File: src/sv/rffr_pkg.sv
package rffr_pkg;

	localparam logic [7:0] SUM_SEED = 8'h55;
	localparam logic [7:0] TYPE_STATUS = 8'h02;
	localparam logic [7:0] TYPE_BULK = 8'h08;
	localparam logic [7:0] TYPE_ANNOUNCE = 8'h03;
	localparam logic [7:0] STATUS_CMD = 8'h06;
	localparam logic [4:0] LEN_STATUS = 5'd10;
	localparam logic [4:0] LEN_BULK = 5'd22;
	localparam logic [15:0] PERIOD_RESET = 16'd2000;
	localparam logic [3:0] LIMIT_RESET = 4'd3;

	localparam logic REG_PROBE_PERIOD = 1'b0;
	localparam logic REG_MISS_LIMIT = 1'b1;

	typedef enum logic [2:0] {
		EV_NONE = 3'd0,
		EV_STATUS_OK = 3'd1,
		EV_STATUS_BAD = 3'd2,
		EV_BULK_OK = 3'd3,
		EV_BULK_BAD = 3'd4,
		EV_ANNOUNCE = 3'd5,
		EV_UNKNOWN = 3'd6
	} event_t;

	typedef struct packed {
		logic step;
		logic abort;
	} frame_ctl_t;

	typedef struct packed {
		event_t ev;
		logic status_ok;
		logic announce;
	} frame_res_t;

endpackage

File: src/sv/rffr_item_if.sv
interface rffr_item_if;
	logic valid;
	logic ready;
	logic kind;
	logic [7:0] rx_byte;

	modport source(output valid, output kind, output rx_byte, input ready);
	modport sink(input valid, input kind, input rx_byte, output ready);
endinterface

File: src/sv/rffr_result_if.sv
interface rffr_result_if;
	logic valid;
	logic ready;
	logic [2:0] frame_event;
	logic alive;
	logic send_probe;
	logic link_lost;

	modport source(output valid, output frame_event, output alive, output send_probe,
		output link_lost, input ready);
	modport sink(input valid, input frame_event, input alive, input send_probe,
		input link_lost, output ready);
endinterface

File: src/sv/rffr_frame.sv
module rffr_frame (
	input logic clk,
	input logic arst_n,
	input rffr_pkg::frame_ctl_t ctl,
	input logic [7:0] rx_byte,
	output rffr_pkg::frame_res_t res
);

	logic [4:0] count_q;
	logic [7:0] type_q;
	logic [7:0] sum_q;
	logic guards_q;

	logic [4:0] count_d;
	logic [7:0] type_d;
	logic [7:0] sum_d;
	logic guards_d;
	logic in_frame;
	logic is_status;
	logic last;
	logic ok;

	always_comb begin
		count_d = count_q;
		type_d = type_q;
		sum_d = sum_q;
		guards_d = guards_q;
		res.ev = rffr_pkg::EV_NONE;
		res.status_ok = 1'b0;
		res.announce = 1'b0;
		is_status = (type_q == rffr_pkg::TYPE_STATUS);
		in_frame = (count_q != 5'd0) && (is_status || type_q == rffr_pkg::TYPE_BULK);
		last = is_status ? (count_q >= rffr_pkg::LEN_STATUS - 5'd1)
			: (count_q >= rffr_pkg::LEN_BULK - 5'd1);
		ok = guards_q && (sum_q == rx_byte);
		if (!in_frame) begin
			type_d = rx_byte;
			sum_d = rffr_pkg::SUM_SEED - rx_byte;
			if (rx_byte == rffr_pkg::TYPE_STATUS || rx_byte == rffr_pkg::TYPE_BULK) begin
				count_d = 5'd1;
				guards_d = 1'b1;
			end else begin
				count_d = 5'd0;
				guards_d = 1'b0;
				if (rx_byte == rffr_pkg::TYPE_ANNOUNCE) begin
					res.ev = rffr_pkg::EV_ANNOUNCE;
					res.announce = 1'b1;
				end else begin
					res.ev = rffr_pkg::EV_UNKNOWN;
				end
			end
		end else if (!last) begin
			if (is_status && count_q == 5'd1 && rx_byte != rffr_pkg::STATUS_CMD) begin
				guards_d = 1'b0;
			end
			if (is_status && count_q == 5'd2 && rx_byte != 8'd0) begin
				guards_d = 1'b0;
			end
			sum_d = sum_q - rx_byte;
			count_d = count_q + 5'd1;
		end else begin
			if (is_status) begin
				res.ev = ok ? rffr_pkg::EV_STATUS_OK : rffr_pkg::EV_STATUS_BAD;
				res.status_ok = ok;
			end else begin
				res.ev = ok ? rffr_pkg::EV_BULK_OK : rffr_pkg::EV_BULK_BAD;
			end
			count_d = 5'd0;
			sum_d = rffr_pkg::SUM_SEED;
			guards_d = 1'b0;
		end
	end

	always_ff @(posedge clk or negedge arst_n) begin
		if (!arst_n) begin
			count_q <= 5'd0;
			type_q <= 8'd0;
			sum_q <= rffr_pkg::SUM_SEED;
			guards_q <= 1'b0;
		end else if (ctl.abort) begin
			count_q <= 5'd0;
			sum_q <= rffr_pkg::SUM_SEED;
			guards_q <= 1'b0;
		end else if (ctl.step) begin
			count_q <= count_d;
			type_q <= type_d;
			sum_q <= sum_d;
			guards_q <= guards_d;
		end
	end

endmodule

File: src/sv/rf_frame_receiver_with_probe_unit.sv
// Frame receiver with a periodic link probe.
// The items channel carries one word per cycle while ready is high: either a
// received UART byte (kind 0) or a probe tick (kind 1). Every accepted word
// produces exactly one word on the results channel, holding the frame event,
// the alive flag after that word, a probe request and a link-lost flag.
// The result of an accepted word is registered and valid in the next cycle.
// Throughput is one word per cycle while results are taken, set by the single
// result register that all frame and probe state updates feed.
// When the results side stalls, the result register holds its word and the
// items side keeps ready high only if that register is being emptied in the
// same cycle, so no word is lost or repeated.
// The configuration port writes the probe period (index 0) and the miss limit
// (index 1); writes should be made only while no word is in flight.
// Reset clears the frame parser, tick and miss counters, the alive and
// answered flags and the result valid flag, and loads a probe period of 2000
// ticks and a miss limit of 3.
module rf_frame_receiver_with_probe_unit (
	input logic clk,
	input logic arst_n,
	rffr_item_if.sink items,
	rffr_result_if.source results,
	input logic cfg_we,
	input logic cfg_index,
	input logic [15:0] cfg_data
);

	logic [15:0] period_q;
	logic [3:0] limit_q;
	logic [15:0] tick_q;
	logic [3:0] miss_q;
	logic answered_q;
	logic alive_q;

	logic res_valid_q;
	logic [2:0] event_q;
	logic alive_out_q;
	logic probe_q;
	logic lost_q;

	logic accept;
	logic is_tick;
	logic [15:0] tick_inc;
	logic probe_hit;
	logic [3:0] miss_step;
	logic lost_hit;
	logic alive_d;
	rffr_pkg::frame_ctl_t fr_ctl;
	rffr_pkg::frame_res_t fr_res;

	assign items.ready = !res_valid_q || results.ready;
	assign accept = items.valid && items.ready;
	assign is_tick = items.kind;

	assign tick_inc = tick_q + 16'd1;
	assign probe_hit = is_tick && (tick_inc >= period_q);
	assign miss_step = answered_q ? 4'd0 : ((miss_q < limit_q) ? miss_q + 4'd1 : miss_q);
	assign lost_hit = probe_hit && (miss_step >= limit_q);

	assign fr_ctl.step = accept && !is_tick;
	assign fr_ctl.abort = accept && lost_hit;

	rffr_frame u_frame (
		.clk(clk),
		.arst_n(arst_n),
		.ctl(fr_ctl),
		.rx_byte(items.rx_byte),
		.res(fr_res)
	);

	always_comb begin
		alive_d = alive_q;
		if (is_tick) begin
			if (lost_hit) begin
				alive_d = 1'b0;
			end
		end else if (fr_res.status_ok) begin
			alive_d = 1'b1;
		end
	end

	always_ff @(posedge clk or negedge arst_n) begin
		if (!arst_n) begin
			period_q <= rffr_pkg::PERIOD_RESET;
			limit_q <= rffr_pkg::LIMIT_RESET;
			tick_q <= 16'd0;
			miss_q <= 4'd0;
			answered_q <= 1'b0;
			alive_q <= 1'b0;
		end else begin
			if (cfg_we) begin
				case (cfg_index)
					rffr_pkg::REG_PROBE_PERIOD: period_q <= cfg_data;
					rffr_pkg::REG_MISS_LIMIT: limit_q <= cfg_data[3:0];
					default: ;
				endcase
			end
			if (accept) begin
				alive_q <= alive_d;
				if (is_tick) begin
					if (probe_hit) begin
						tick_q <= 16'd0;
						answered_q <= 1'b0;
						miss_q <= lost_hit ? 4'd0 : miss_step;
					end else begin
						tick_q <= tick_inc;
					end
				end else if (fr_res.status_ok || fr_res.announce) begin
					answered_q <= 1'b1;
				end
			end
		end
	end

	always_ff @(posedge clk or negedge arst_n) begin
		if (!arst_n) begin
			res_valid_q <= 1'b0;
		end else if (accept) begin
			res_valid_q <= 1'b1;
		end else if (results.ready) begin
			res_valid_q <= 1'b0;
		end
	end

	always_ff @(posedge clk) begin
		if (accept) begin
			event_q <= is_tick ? 3'(rffr_pkg::EV_NONE) : 3'(fr_res.ev);
			alive_out_q <= alive_d;
			probe_q <= probe_hit;
			lost_q <= lost_hit;
		end
	end

	assign results.valid = res_valid_q;
	assign results.frame_event = event_q;
	assign results.alive = alive_out_q;
	assign results.send_probe = probe_q;
	assign results.link_lost = lost_q;

endmodule
File: src/flat_wrapper.sv
// flat-port wrapper written by rule: the top's interface ports become plain ports
module rf_frame_receiver_with_probe_unit_flat 
  (clk, arst_n, cfg_we, cfg_index, cfg_data, items_valid, items_kind, items_rx_byte, items_ready, results_valid, results_frame_event, results_alive, results_send_probe, results_link_lost, results_ready);
  rffr_item_if items_i ();
  rffr_result_if results_i ();
  input logic clk;
  input logic arst_n;
  input logic cfg_we;
  input logic cfg_index;
  input logic [15:0] cfg_data;
  input wire logic [$bits(items_i.valid)-1:0] items_valid;
  input wire logic [$bits(items_i.kind)-1:0] items_kind;
  input wire logic [$bits(items_i.rx_byte)-1:0] items_rx_byte;
  output wire logic [$bits(items_i.ready)-1:0] items_ready;
  output wire logic [$bits(results_i.valid)-1:0] results_valid;
  output wire logic [$bits(results_i.frame_event)-1:0] results_frame_event;
  output wire logic [$bits(results_i.alive)-1:0] results_alive;
  output wire logic [$bits(results_i.send_probe)-1:0] results_send_probe;
  output wire logic [$bits(results_i.link_lost)-1:0] results_link_lost;
  input wire logic [$bits(results_i.ready)-1:0] results_ready;
  assign items_i.valid = items_valid;
  assign items_i.kind = items_kind;
  assign items_i.rx_byte = items_rx_byte;
  assign items_ready = items_i.ready;
  assign results_valid = results_i.valid;
  assign results_frame_event = results_i.frame_event;
  assign results_alive = results_i.alive;
  assign results_send_probe = results_i.send_probe;
  assign results_link_lost = results_i.link_lost;
  assign results_i.ready = results_ready;
  rf_frame_receiver_with_probe_unit u_core (.clk(clk), .arst_n(arst_n), .items(items_i), .results(results_i), .cfg_we(cfg_we), .cfg_index(cfg_index), .cfg_data(cfg_data));
endmodule
File: config.mk
export PLATFORM = sky130hd
export DESIGN_NAME = rf_frame_receiver_with_probe_unit_flat
export DESIGN_NICKNAME = d
export VERILOG_FILES = /design/src/sv/rffr_pkg.sv /design/src/sv/rffr_item_if.sv /design/src/sv/rffr_result_if.sv /design/src/sv/rffr_frame.sv /design/src/sv/rf_frame_receiver_with_probe_unit.sv /design/src/flat_wrapper.sv
export SDC_FILE = /design/constraint.sdc
export NUM_CORES = 1
export LEC_CHECK = 0
export BUFFER_PORTS_ARGS = -buffer_cell sky130_fd_sc_hd__buf_2
export CAP_MARGIN = 20
export CORE_MARGIN = 2
export CORE_UTILIZATION = 45
export CTS_CLUSTER_SIZE = 14
export DETAILED_ROUTE_END_ITERATION = 10
export MAX_ROUTING_LAYER = met4
export PLACE_DENSITY = 0.64
export RECOVER_POWER = 50
export SKIP_LAST_GASP = 1
export SLEW_MARGIN = 20
export SYNTH_ARGS = -nofsm -noshare
export SYNTH_HDL_FRONTEND = slang
export SYNTH_HIERARCHICAL = 1
export SYNTH_SLANG_ARGS = --single-unit
export TNS_END_PERCENT = 5
File: constraint.sdc
create_clock -name clk -period 10.85 [get_ports clk]
set_clock_uncertainty 0.05 [all_clocks]
set_input_delay 0.5425 -clock clk [delete_from_list [all_inputs] [get_ports clk]]
set_output_delay 0.5425 -clock clk [all_outputs]
set_load 0.02 [all_outputs]
==> out/metrics.json, run 1 <==
{
  "fin_nets": 605,
  "cts_tree": "done",
  "initial_core_util_pct": 45.79,
  "clock_buffers_created_by_tritoncts": 9,
  "antenna_violations_before_repair": 0,
  "synth.cell_area_um2": 4663,
  "syn2layout_area_growth_pct": 10.73,
  "drt.antenna.violating_nets": 0,
  "final-max-slew-violation-count": 98,
  "r2r-end": "u_core/u_frame/type_q[6]$_DFFE_PN0P_",
  "avgViaCountPerCell": 5.534,
  "firstDrtPassIters": 4,
  "grt_pass1_wl_um": 17570,
  "cts_resized": 0,
  "insertedDiodeCount": 0,
  "synth_area_per_cell_um2": 9.383,
  "finalSetupViolations": 0,
  "worst_r2r_startpoint": "u_core/tick_q[0]$_DFFE_PN0P_",
  "most_common_cell_after_layout_fill_and_taps_aside": "sky130_fd_sc_hd__nand2_1",
  "comb_power_share_pct": 25.3,
  "ff2ff_path_depth": 16,
  "classification_of_the_worst_slack_hold_path": "in2reg",
  "holdBufCountCts": 0,
  "max_slew_margin_pct": -143.2,
  "grt_max_degree": 66,
  "synth_fp_nets": 569,
  "die_y_um": 105.8,
  "min_delay_worst_endpoint": "u_core/period_q[5]$_DFFE_PN0P_",
  "netSwitchingFraction_pct": 32.81,
  "sequential_share_of_the_synthesized_area_pct": 39.07,
  "share_clk_of_total_power_pct": 29.4,
  "yosys_warnings": 6,
  "flops_latches_synth": 71,
  "worstPathArrival_ns": 4.72,
  "worst_ep_required_time_ns": 11.04,
  "fin_crit_sh_pct": 41.79,
  "floorplan.rows": 37,
  "cap_violations": 2,
  "path_class": "reg2reg",
  "vias": 3730,
  "num-fill-cells": 963,
  "setup.worst_path.end_class": "register",
  "violations": "max-capacitance violations, max-slew violations",
  "worst_case_clock_buffer_depth": 2,
  "synth_top_flop_cell": "sky130_fd_sc_hd__dfrtp_1",
  "ctsRootBufferMaster": "sky130_fd_sc_hd__clkbuf_8",
  "boundaryPins": 39,
  "place.gp.congestion": 0.9288,
  "switching_power_uw": 239.9,
  "routed_wire_length_per_instance_um": 15.41,
  "power_uw": 731.3,
  "drc": 0,
  "internal-power_uw": 491.4,
  "grt_setup_unrepaired": "no",
  "path_clk_slew_ns": 0.09,
  "synthDistinctLibCells": 61,
  "ff2ff_setup_slack_ns": 6.32,
  "groute.usage.overall_pct": 20.28,
  "slew_of_the_pin_with_the_lowest_slew_margin_ns": 3.647,
  "p_seq_share_pct": 45.3,
  "clock_insertion_delay_worst_skew_ns": 0.35,
  "min_path_cells": 3,
  "portBuffers": 38,
  "dieArea_um2": 11190,
  "numClockSinks": 71,
  "cts_setup_buffers": 0,
  "final_cell_mix": "sky130_fd_sc_hd__nand2_1 (55), sky130_fd_sc_hd__dfrtp_1 (53), sky130_fd_sc_hd__o21ai_0 (41)",
  "detail_route.wirelength_um": 10390,
  "achievable-frequency_mhz": 220.6,
  "timing.final.crit_period_ns": 4.534,
  "detailedPlacementHpwl_um": 7350,
  "global_route.overflow_total": 0,
  "cts_max_level": 3,
  "final_hold_violation_count": 0,
  "fp.dieW_um": 105.8,
  "setup_total_negative_slack_ns": 0,
  "netlist_instances": 497,
  "core_area_um2": 10180,
  "layout-drive-gt1-share_pct": 17.66,
  "run_status": "finished with violations",
  "critPathMaxFanout": 15,
  "vdd.ir_drop.worst_mv": 0.05497,
  "crit_path_start_kind": "register",
  "synth_edf_count": 6,
  "via_count_of_the_first_global_routing_pass": 3559,
  "detailedRoute.firstIterationViolations": 177,
  "power_leakage_uw": 0.002305,
  "synthArstFlopShare_pct": 91.55,
  "powerDensity_nw_per_um2": 141.6,
  "min_from": "cfg_data[5]"
}
-- per-layer routing --
| metal | GRT usage [%] | share of wire [%] | vias to the layer above |
|---|---|---|---|
| met2 | 29.63 | 45 | 68 |
| met5 | - | 0 | - |
| met1 | 28.68 | 50 | 1793 |
| met3 | 3.896 | 3.6 | 10 |
| li1 | - | - | 1859 |
| met4 | 6.109 | 0.84 | 0 |
-- power by group through the flow --
stage | Clock [uW] | Combinational, uW | Sequential, uW
after floorplan | 0 | 139 | 331
after global placement | 0 | 179 | 334
after detailed placement | 0 | 185 | 335
after CTS | 223 | 187 | 330
after global routing | 235 | 213 | 335
final | 215 | 185 | 331
-- logic make-up (layout without fill, tap and decap cells) --
logic type	count (synthesis)	after routing	share of synthesized area, %
xor gates and xnor gates	28	28	5.259
and+or+nand+nor	160	160	17.33
DFF	71	71	39.07
AOI/OAI and AO/OA	130	130	19.10
buffers and inverters	52	93	4.454
adders and majority gates	41	41	11.16
muxes	15	15	3.622
-- worst max-delay path: stages (launching register included) --
cell and delay, ns:
sky130_fd_sc_hd__dfrtp_1 0.43, sky130_fd_sc_hd__ha_1 0.30, sky130_fd_sc_hd__nand2_1 0.15, sky130_fd_sc_hd__nor3_2 0.35
sky130_fd_sc_hd__nand3_1 0.20, sky130_fd_sc_hd__xnor2_1 0.22, sky130_fd_sc_hd__ha_1 0.26, sky130_fd_sc_hd__nand4_1 0.16
sky130_fd_sc_hd__a211oi_1 0.09, sky130_fd_sc_hd__a2111oi_2 0.43, sky130_fd_sc_hd__o21ai_1 0.13, sky130_fd_sc_hd__buf_4 0.21
sky130_fd_sc_hd__nand2_1 0.12, sky130_fd_sc_hd__nor2_1 0.06, sky130_fd_sc_hd__buf_4 0.22, sky130_fd_sc_hd__a211oi_2 0.63
sky130_fd_sc_hd__mux2_2 0.41
-- worst max-delay path by stage --
stage	startpoint	end	slack [ns]
finish	u_core/tick_q[0]$_DFFE_PN0P_	u_core/u_frame/type_q[6]$_DFFE_PN0P_	6.32
global route	u_core/tick_q[0]$_DFFE_PN0P_	u_core/u_frame/type_q[5]$_DFFE_PN0P_	5.97
CTS	u_core/tick_q[0]$_DFFE_PN0P_	u_core/u_frame/type_q[6]$_DFFE_PN0P_	6.33
detailed placement	u_core/limit_q[1]$_DFFE_PN1P_	u_core/u_frame/type_q[6]$_DFFE_PN0P_	6.35
global placement	u_core/tick_q[0]$_DFFE_PN0P_	u_core/u_frame/type_q[6]$_DFFE_PN0P_	6.47
floorplan	u_core/limit_q[1]$_DFFE_PN1P_	u_core/u_frame/type_q[0]$_DFFE_PN0P_	6.98
-- cell usage after synthesis, drive strengths merged, types with 5 or more instances --
cell type	n	area (um^2)
o31ai	6	45.04
nand2	56	212.7
nand3	17	95.09
a21o	8	60.06
dfstp	12	315.3
mux2	15	168.9
a211oi	5	42.54
and3	9	56.30
and2	6	37.54
nand4	5	31.28
dfrtp	53	1326
buf	5	31.28
edfxtp	6	180.2
a22o	11	96.34
nand2b	13	81.33
a31oi	6	37.54
ha	40	500.5
a21oi	23	118.9
nor2b	6	37.54
o21ai	44	220.2
nor2	25	93.84
clkbuf	11	41.29
inv	35	131.4
nor3	10	66.32
xnor2	17	148.9
nor4	5	37.53
xor2	11	96.34
-- final cells by class --
| class | instances | area [um^2] | share of cell area, % |
|---|---|---|---|
| tap | 136 | 170.2 | 3.295 |
| sequential | 71 | 1822 | 35.28 |
| clock inverter | 7 | 71.32 | 1.381 |
| multi-input combinational | 374 | 2634 | 51.01 |
| inverter | 36 | 135.1 | 2.617 |
| timing repair buffer | 41 | 207.7 | 4.022 |
| clock buffer | 9 | 123.9 | 2.399 |
-- registers in the layout, indices dropped and copies added, names as in the netlist --
name                        flops
u_core/period_q                16
u_core/tick_q                  16
u_core/u_frame/sum_q            8
u_core/u_frame/type_q           8
u_core/u_frame/count_q          5
u_core/limit_q                  4
u_core/miss_q                   4
u_core/results.frame_event      3
u_core/alive_q                  1
u_core/answered_q               1
u_core/results.alive            1
u_core/results.link_lost        1
u_core/results.send_probe       1
u_core/results.valid            1
u_core/u_frame/guards_q         1
-- stage by stage --
step | setup WS [ns] | utilization, % | hold slack, ns | area [um^2] | cells
CTS | 6.328 | 50.77 | 0.3216 | 5171 | 674
detailed placement | 6.354 | 48.86 | 0.4479 | 4976 | 658
global route | 5.970 | 50.70 | 0.3248 | 5164 | 674
global placement | 6.471 | 48.86 | 0.4412 | 4976 | 658
finish | 6.316 | 50.70 | 0.3383 | 5164 | 674
floorplan | 6.979 | - | 0.1969 | 4663 | 497
Note: power is estimated with default switching activity, not from simulation.
==> inputs of run 2 (changes only) <==
- clock period: 10.85 -> 4.7 ns (I/O delays scaled with it)
==> out/metrics.json, run 2 (same netlist as run 1, synthesis figures left out) <==
{
  "groute.usage.overall_pct": 20.35,
  "floorplan.rows": 37,
  "initial_core_util_pct": 45.79,
  "layout-drive-gt1-share_pct": 17.41,
  "crit_chain": "ha_1 -> nand2_1 -> nor3_2 -> nand3_1 -> xnor2_1 -> ha_1 -> nand4_1 -> a211oi_1 -> a2111oi_2 -> o21ai_1 -> nand2_1 -> nor2_1 -> a211oi_2 -> buf_4 -> mux2_2",
  "vdd.ir_drop.worst_mv": 0.1860,
  "via_count_of_the_first_global_routing_pass": 3541,
  "setup.worst_path.end_class": "register",
  "largestRegisters": "u_core/period_q (16), u_core/tick_q (16)",
  "cts_setup_buffers": 0,
  "portBuffers": 38,
  "worst_case_clock_buffer_depth": 2,
  "boundaryPins": 39,
  "cap_violations": 1,
  "total_cell_area_at_the_placement_stage_um2": 4991,
  "numClockSinks": 71,
  "cpPeakStageDelay_ns": 0.43,
  "achievable-frequency_mhz": 250.0,
  "insertedDiodeCount": 0,
  "syn2layout_area_growth_pct": 11.73,
  "clock_insertion_delay_worst_skew_ns": 0.36,
  "finished_core_util_pct": 51.15,
  "power_leakage_uw": 0.002327,
  "violations": "max-capacitance violations, max-slew violations",
  "detailedRoute.firstIterationViolations": 262,
  "final-max-slew-violation-count": 66,
  "ff2ff_setup_slack_ns": 0.70,
  "vias": 3800,
  "finalSetupViolations": 0,
  "run_status": "finished with violations",
  "detail_route.wirelength_um": 10340,
  "cpLargestDelayFamily": "simple AND/OR/NAND/NOR gates",
  "regArea_um2": 1822,
  "grt_pass1_wl_um": 17570,
  "critical_path.slowest_cell": "sky130_fd_sc_hd__dfrtp_1",
  "cts_resized": 0,
  "timing.final.crit_period_ns": 4.000,
  "holdBufCountCts": 0,
  "dieArea_um2": 11190,
  "worstPathArrival_ns": 4.19,
  "routed_wire_length_per_instance_um": 15.29,
  "path_class": "reg2reg",
  "stdcell_area_um2": 5210,
  "avgViaCountPerCell": 5.621,
  "ctsRootBufferMaster": "sky130_fd_sc_hd__clkbuf_8",
  "detailedPlacementHpwl_um": 7459,
  "grt_setup_unrepaired": "no",
  "path_clk_slew_ns": 0.09,
  "setup_total_negative_slack_ns": 0,
  "cts_max_level": 3,
  "drc": 0,
  "clock_buffers_created_by_tritoncts": 9,
  "num-fill-cells": 962,
  "powerDensity_nw_per_um2": 336.0,
  "critPathMaxFanout": 9,
  "cts_tree": "done",
  "drt.antenna.violating_nets": 0,
  "final_cell_mix": "sky130_fd_sc_hd__nand2_1 (55), sky130_fd_sc_hd__dfrtp_1 (53), sky130_fd_sc_hd__o21ai_0 (41)",
  "antenna_violations_before_repair": 0,
  "final_hold_violation_count": 0,
  "fin_crit_sh_pct": 85.12,
  "place.gp.congestion": 0.8906,
  "fp.dieW_um": 105.8,
  "multi_input_comb_area_um2": 2636,
  "core_area_um2": 10180,
  "slew_of_the_pin_with_the_lowest_slew_margin_ns": 3.667,
  "firstDrtPassIters": 4,
  "fin_nets": 607,
  "classification_of_the_worst_slack_hold_path": "in2reg",
  "most_common_cell_after_layout_fill_and_taps_aside": "sky130_fd_sc_hd__nand2_1",
  "critPathBufInv": 1,
  "grt_max_degree": 66,
  "crit_path_start_kind": "register",
  "worst_ep_required_time_ns": 4.89,
  "max_slew_margin_pct": -144.5,
  "die_y_um": 105.8,
  "global_route.overflow_total": 0
}
run 2: cell count changes in the layout (fill, tap and decap cells not counted), moves of 2 or more:
cell / previous run / this run
sky130_fd_sc_hd__buf_2: 37 / 33
sky130_fd_sc_hd__buf_4: 2 / 4
sky130_fd_sc_hd__clkbuf_1: 2 / 6
sky130_fd_sc_hd__clkinv_4: 0 / 2
sky130_fd_sc_hd__clkinvlp_4: 2 / 0
run 2: worst register-to-register path: stages (launching register included):
cell                        delay (ns)
sky130_fd_sc_hd__dfrtp_1          0.43
sky130_fd_sc_hd__ha_1             0.30
sky130_fd_sc_hd__nand2_1          0.16
sky130_fd_sc_hd__nor3_2           0.37
sky130_fd_sc_hd__nand3_1          0.21
sky130_fd_sc_hd__xnor2_1          0.21
sky130_fd_sc_hd__ha_1             0.27
sky130_fd_sc_hd__nand4_1          0.14
sky130_fd_sc_hd__a211oi_1         0.10
sky130_fd_sc_hd__a2111oi_2        0.42
sky130_fd_sc_hd__o21ai_1          0.21
sky130_fd_sc_hd__nand2_1          0.15
sky130_fd_sc_hd__nor2_1           0.08
sky130_fd_sc_hd__a211oi_2         0.22
sky130_fd_sc_hd__buf_4            0.21
sky130_fd_sc_hd__mux2_2           0.35
run 2: path summary, 6_finish.rpt:
path	start	to	cells after the start
max	u_core/tick_q[0]$_DFFE_PN0P_	u_core/u_frame/type_q[1]$_DFFE_PN0P_	15
min	cfg_data[5]	u_core/period_q[5]$_DFFE_PN0P_	3
max reg2reg	u_core/tick_q[0]$_DFFE_PN0P_	u_core/u_frame/type_q[1]$_DFFE_PN0P_	15
min reg2reg	u_core/u_frame/type_q[2]$_DFFE_PN0P_	u_core/u_frame/type_q[2]$_DFFE_PN0P_	1
max in group asynchronous	arst_n	u_core/u_frame/sum_q[5]$_DFFE_PN0P_	2
min in group asynchronous	arst_n	u_core/u_frame/guards_q$_DFFE_PN0P_	2
run 2: report_power, final:
group	internal [uW]	switching [uW]
Clock	316	244
Sequential	703	59.4
Combinational	185	242
Total	1200	546
run 2: routing by layer:
layer | share of wire [%] | global-route usage (%)
met1 | 48 | 28.26
met2 | 45 | 30.28
met3 | 4.9 | 4.143
met4 | 1.3 | 5.827
met5 | 0 | -
run 2: layout make-up:
class	instances	area share [%]
clock buffer	10	2.642
tap	136	3.266
clock inverter	6	1.753
timing repair buffer	43	4.179
inverter	36	2.594
multi-input combinational	374	50.60
sequential	71	34.97
run 2: metrics by stage:
stage | power (uW) | setup WS (ns) | hold WS, ns | cells
after floorplan | 1084 | 0.8290 | -0.1106 | 497
after global placement | 1185 | 0.8309 | 0.3904 | 660
after detailed placement | 1201 | 0.6936 | 0.3938 | 660
after CTS | 1777 | 0.6828 | 0.004495 | 676
after global routing | 1877 | 0.2937 | 0.02539 | 676
final | 1751 | 0.6996 | 0.02429 | 676
==> inputs of run 3 (changes only) <==
- PLACE_DENSITY: 0.64 -> default
==> out/metrics.json, run 3 (same netlist as run 1, synthesis figures left out) <==
{
  "run_status": "finished with violations",
  "violations": "max-capacitance violations, max-slew violations",
  "avgViaCountPerCell": 5.460,
  "cts_resized": 0,
  "finalSetupViolations": 0,
  "finished_core_util_pct": 50.65,
  "worstPathArrival_ns": 4.35,
  "ctsRootBufferMaster": "sky130_fd_sc_hd__clkbuf_8",
  "groute.usage.overall_pct": 20.23,
  "internal-power_uw": 1134,
  "initial_core_util_pct": 45.79,
  "insertedDiodeCount": 0,
  "place.gp.congestion": 0.8515,
  "floorplan.rows": 37,
  "final_hold_violation_count": 0,
  "grt_setup_unrepaired": "no",
  "clock_buffers_created_by_tritoncts": 9,
  "worst_ep_required_time_ns": 4.92,
  "setup.worst_path.end_class": "register",
  "timing.final.crit_period_ns": 4.129,
  "comb_power_share_pct": 25.9,
  "fin_crit_sh_pct": 87.84,
  "vdd.ir_drop.worst_mv": 0.1491,
  "final-max-slew-violation-count": 100,
  "ff2ff_path_depth": 13,
  "cp_common_cell": "sky130_fd_sc_hd__nor2_1",
  "crit_chain": "nand3_2 -> nor3_4 -> nand3_1 -> nor2_1 -> xor2_1 -> ha_1 -> a211oi_1 -> nor2_1 -> a2111oi_2 -> o21ai_1 -> buf_4 -> nor2_1 -> a22o_1",
  "portBuffers": 38,
  "detailedRoute.firstIterationViolations": 251,
  "critPathMaxFanout": 13,
  "p_seq_share_pct": 45.8,
  "slew_of_the_pin_with_the_lowest_slew_margin_ns": 1.847,
  "syn2layout_area_growth_pct": 10.63,
  "non_filler_instance_count_after_layout": 676,
  "detail_route.wirelength_um": 10360,
  "vias": 3691,
  "cap_violations": 3,
  "layout-drive-gt1-share_pct": 15.74,
  "path_class": "reg2reg",
  "share_clk_of_total_power_pct": 28.3,
  "netSwitchingFraction_pct": 31.95,
  "most_common_cell_after_layout_fill_and_taps_aside": "sky130_fd_sc_hd__nand2_1",
  "grt_pass1_wl_um": 17730,
  "die_y_um": 105.8,
  "global_route.overflow_total": 0,
  "worst_case_clock_buffer_depth": 2,
  "classification_of_the_worst_slack_hold_path": "in2reg",
  "switching_power_uw": 532.2,
  "firstDrtPassIters": 4,
  "achievable-frequency_mhz": 242.2,
  "dpl.cell_count": 659,
  "power_uw": 1666,
  "max_slew_margin_pct": -23.15,
  "min_path_cells": 3,
  "cts_max_level": 3,
  "fp.dieW_um": 105.8,
  "core_area_um2": 10180,
  "drc": 0,
  "holdBufCountCts": 1,
  "fin_nets": 607,
  "routed_wire_length_per_instance_um": 15.32,
  "boundaryPins": 39,
  "crit_path_start_kind": "register",
  "dieArea_um2": 11190,
  "clock_insertion_delay_worst_skew_ns": 0.34,
  "cpPeakStageDelay_ns": 0.60,
  "cts_tree": "done",
  "num-fill-cells": 1005,
  "grt_max_degree": 35,
  "numClockSinks": 71,
  "critical_path.slowest_cell": "sky130_fd_sc_hd__nor2_1",
  "fin_hold_ws_ns": 0.05068,
  "power_leakage_uw": 0.002287,
  "largestRegisters": "u_core/period_q (16), u_core/tick_q (16)",
  "detailedPlacementHpwl_um": 7482,
  "setup_total_negative_slack_ns": 0,
  "antenna_violations_before_repair": 0,
  "powerDensity_nw_per_um2": 322.9,
  "final_cell_mix": "sky130_fd_sc_hd__nand2_1 (55), sky130_fd_sc_hd__dfrtp_1 (53), sky130_fd_sc_hd__o21ai_0 (41)",
  "drt.antenna.violating_nets": 0,
  "cts_setup_buffers": 0,
  "path_clk_slew_ns": 0.08,
  "via_count_of_the_first_global_routing_pass": 3626
}
run 3: path summary, 6_finish.rpt:
path	from	endpoint	slack (ns)
max in group asynchronous	arst_n	u_core/results.valid$_DFFE_PN0P_	1.23
worst max register to register	u_core/tick_q[2]$_DFFE_PN0P_	u_core/tick_q[11]$_DFFE_PN0P_	0.57
worst min register to register	u_core/u_frame/type_q[4]$_DFFE_PN0P_	u_core/u_frame/type_q[4]$_DFFE_PN0P_	0.46
min in group asynchronous	arst_n	u_core/tick_q[9]$_DFFE_PN0P_	0.89
worst min-delay path	cfg_data[13]	u_core/period_q[13]$_DFFE_PN0P_	0.05
worst max-delay path	u_core/tick_q[2]$_DFFE_PN0P_	u_core/tick_q[11]$_DFFE_PN0P_	0.57
run 3: power groups by stage:
stage                     Sequential [uW]  Combinational [uW]  Clock [uW]
after floorplan                       763                 320           0
after global placement                771                 417           0
after detailed placement              774                 429           0
after CTS                             763                 434         492
after global routing                  774                 494         511
final                                 763                 432         471
run 3: cell type report:
type                            count  area, um^2  share of cell area [%]
Timing Repair Buffer               43       215.2                   4.172
Multi-Input combinational cell    374        2634                   51.06
Clock inverter                      4       47.55                  0.9217
Clock buffer                       12       135.1                   2.619
Inverter                           36       135.1                   2.619
Tap cell                          136       170.2                   3.299
Sequential cell                    71        1822                   35.31
run 3: worst max-delay path, delay by kind of cell, from the launching register on:
family / cells / cell delay (ns)
compound gates: 4 / 1.15
xor+xnor: 1 / 0.22
fa+ha+maj: 1 / 0.28
buf+inv: 1 / 0.23
flops: 1 / 0.48
simple gates: 6 / 1.64
run 3: per-layer routing:
layer / GRT usage, % / vias to the layer above / share of wire, % / wire [um]
met2: 29.72 / 76 / 46 / 4734
li1: - / 1855 / - / -
met4: 5.545 / 0 / 0.82 / 85
met3: 4.453 / 6 / 5.5 / 572
met5: - / - / 0 / 0
met1: 28.33 / 1754 / 48 / 4963
run 3: metrics by stage:
step           cell area (um^2)  worst slack (ns)
2_1_floorplan              4663            0.8290
3_3_place_gp               4984            0.6726
3_5_place_dp               4984            0.6077
4_1_cts                    5176            0.5437
5_1_grt                    5159            0.2444
6_report                   5159            0.5713
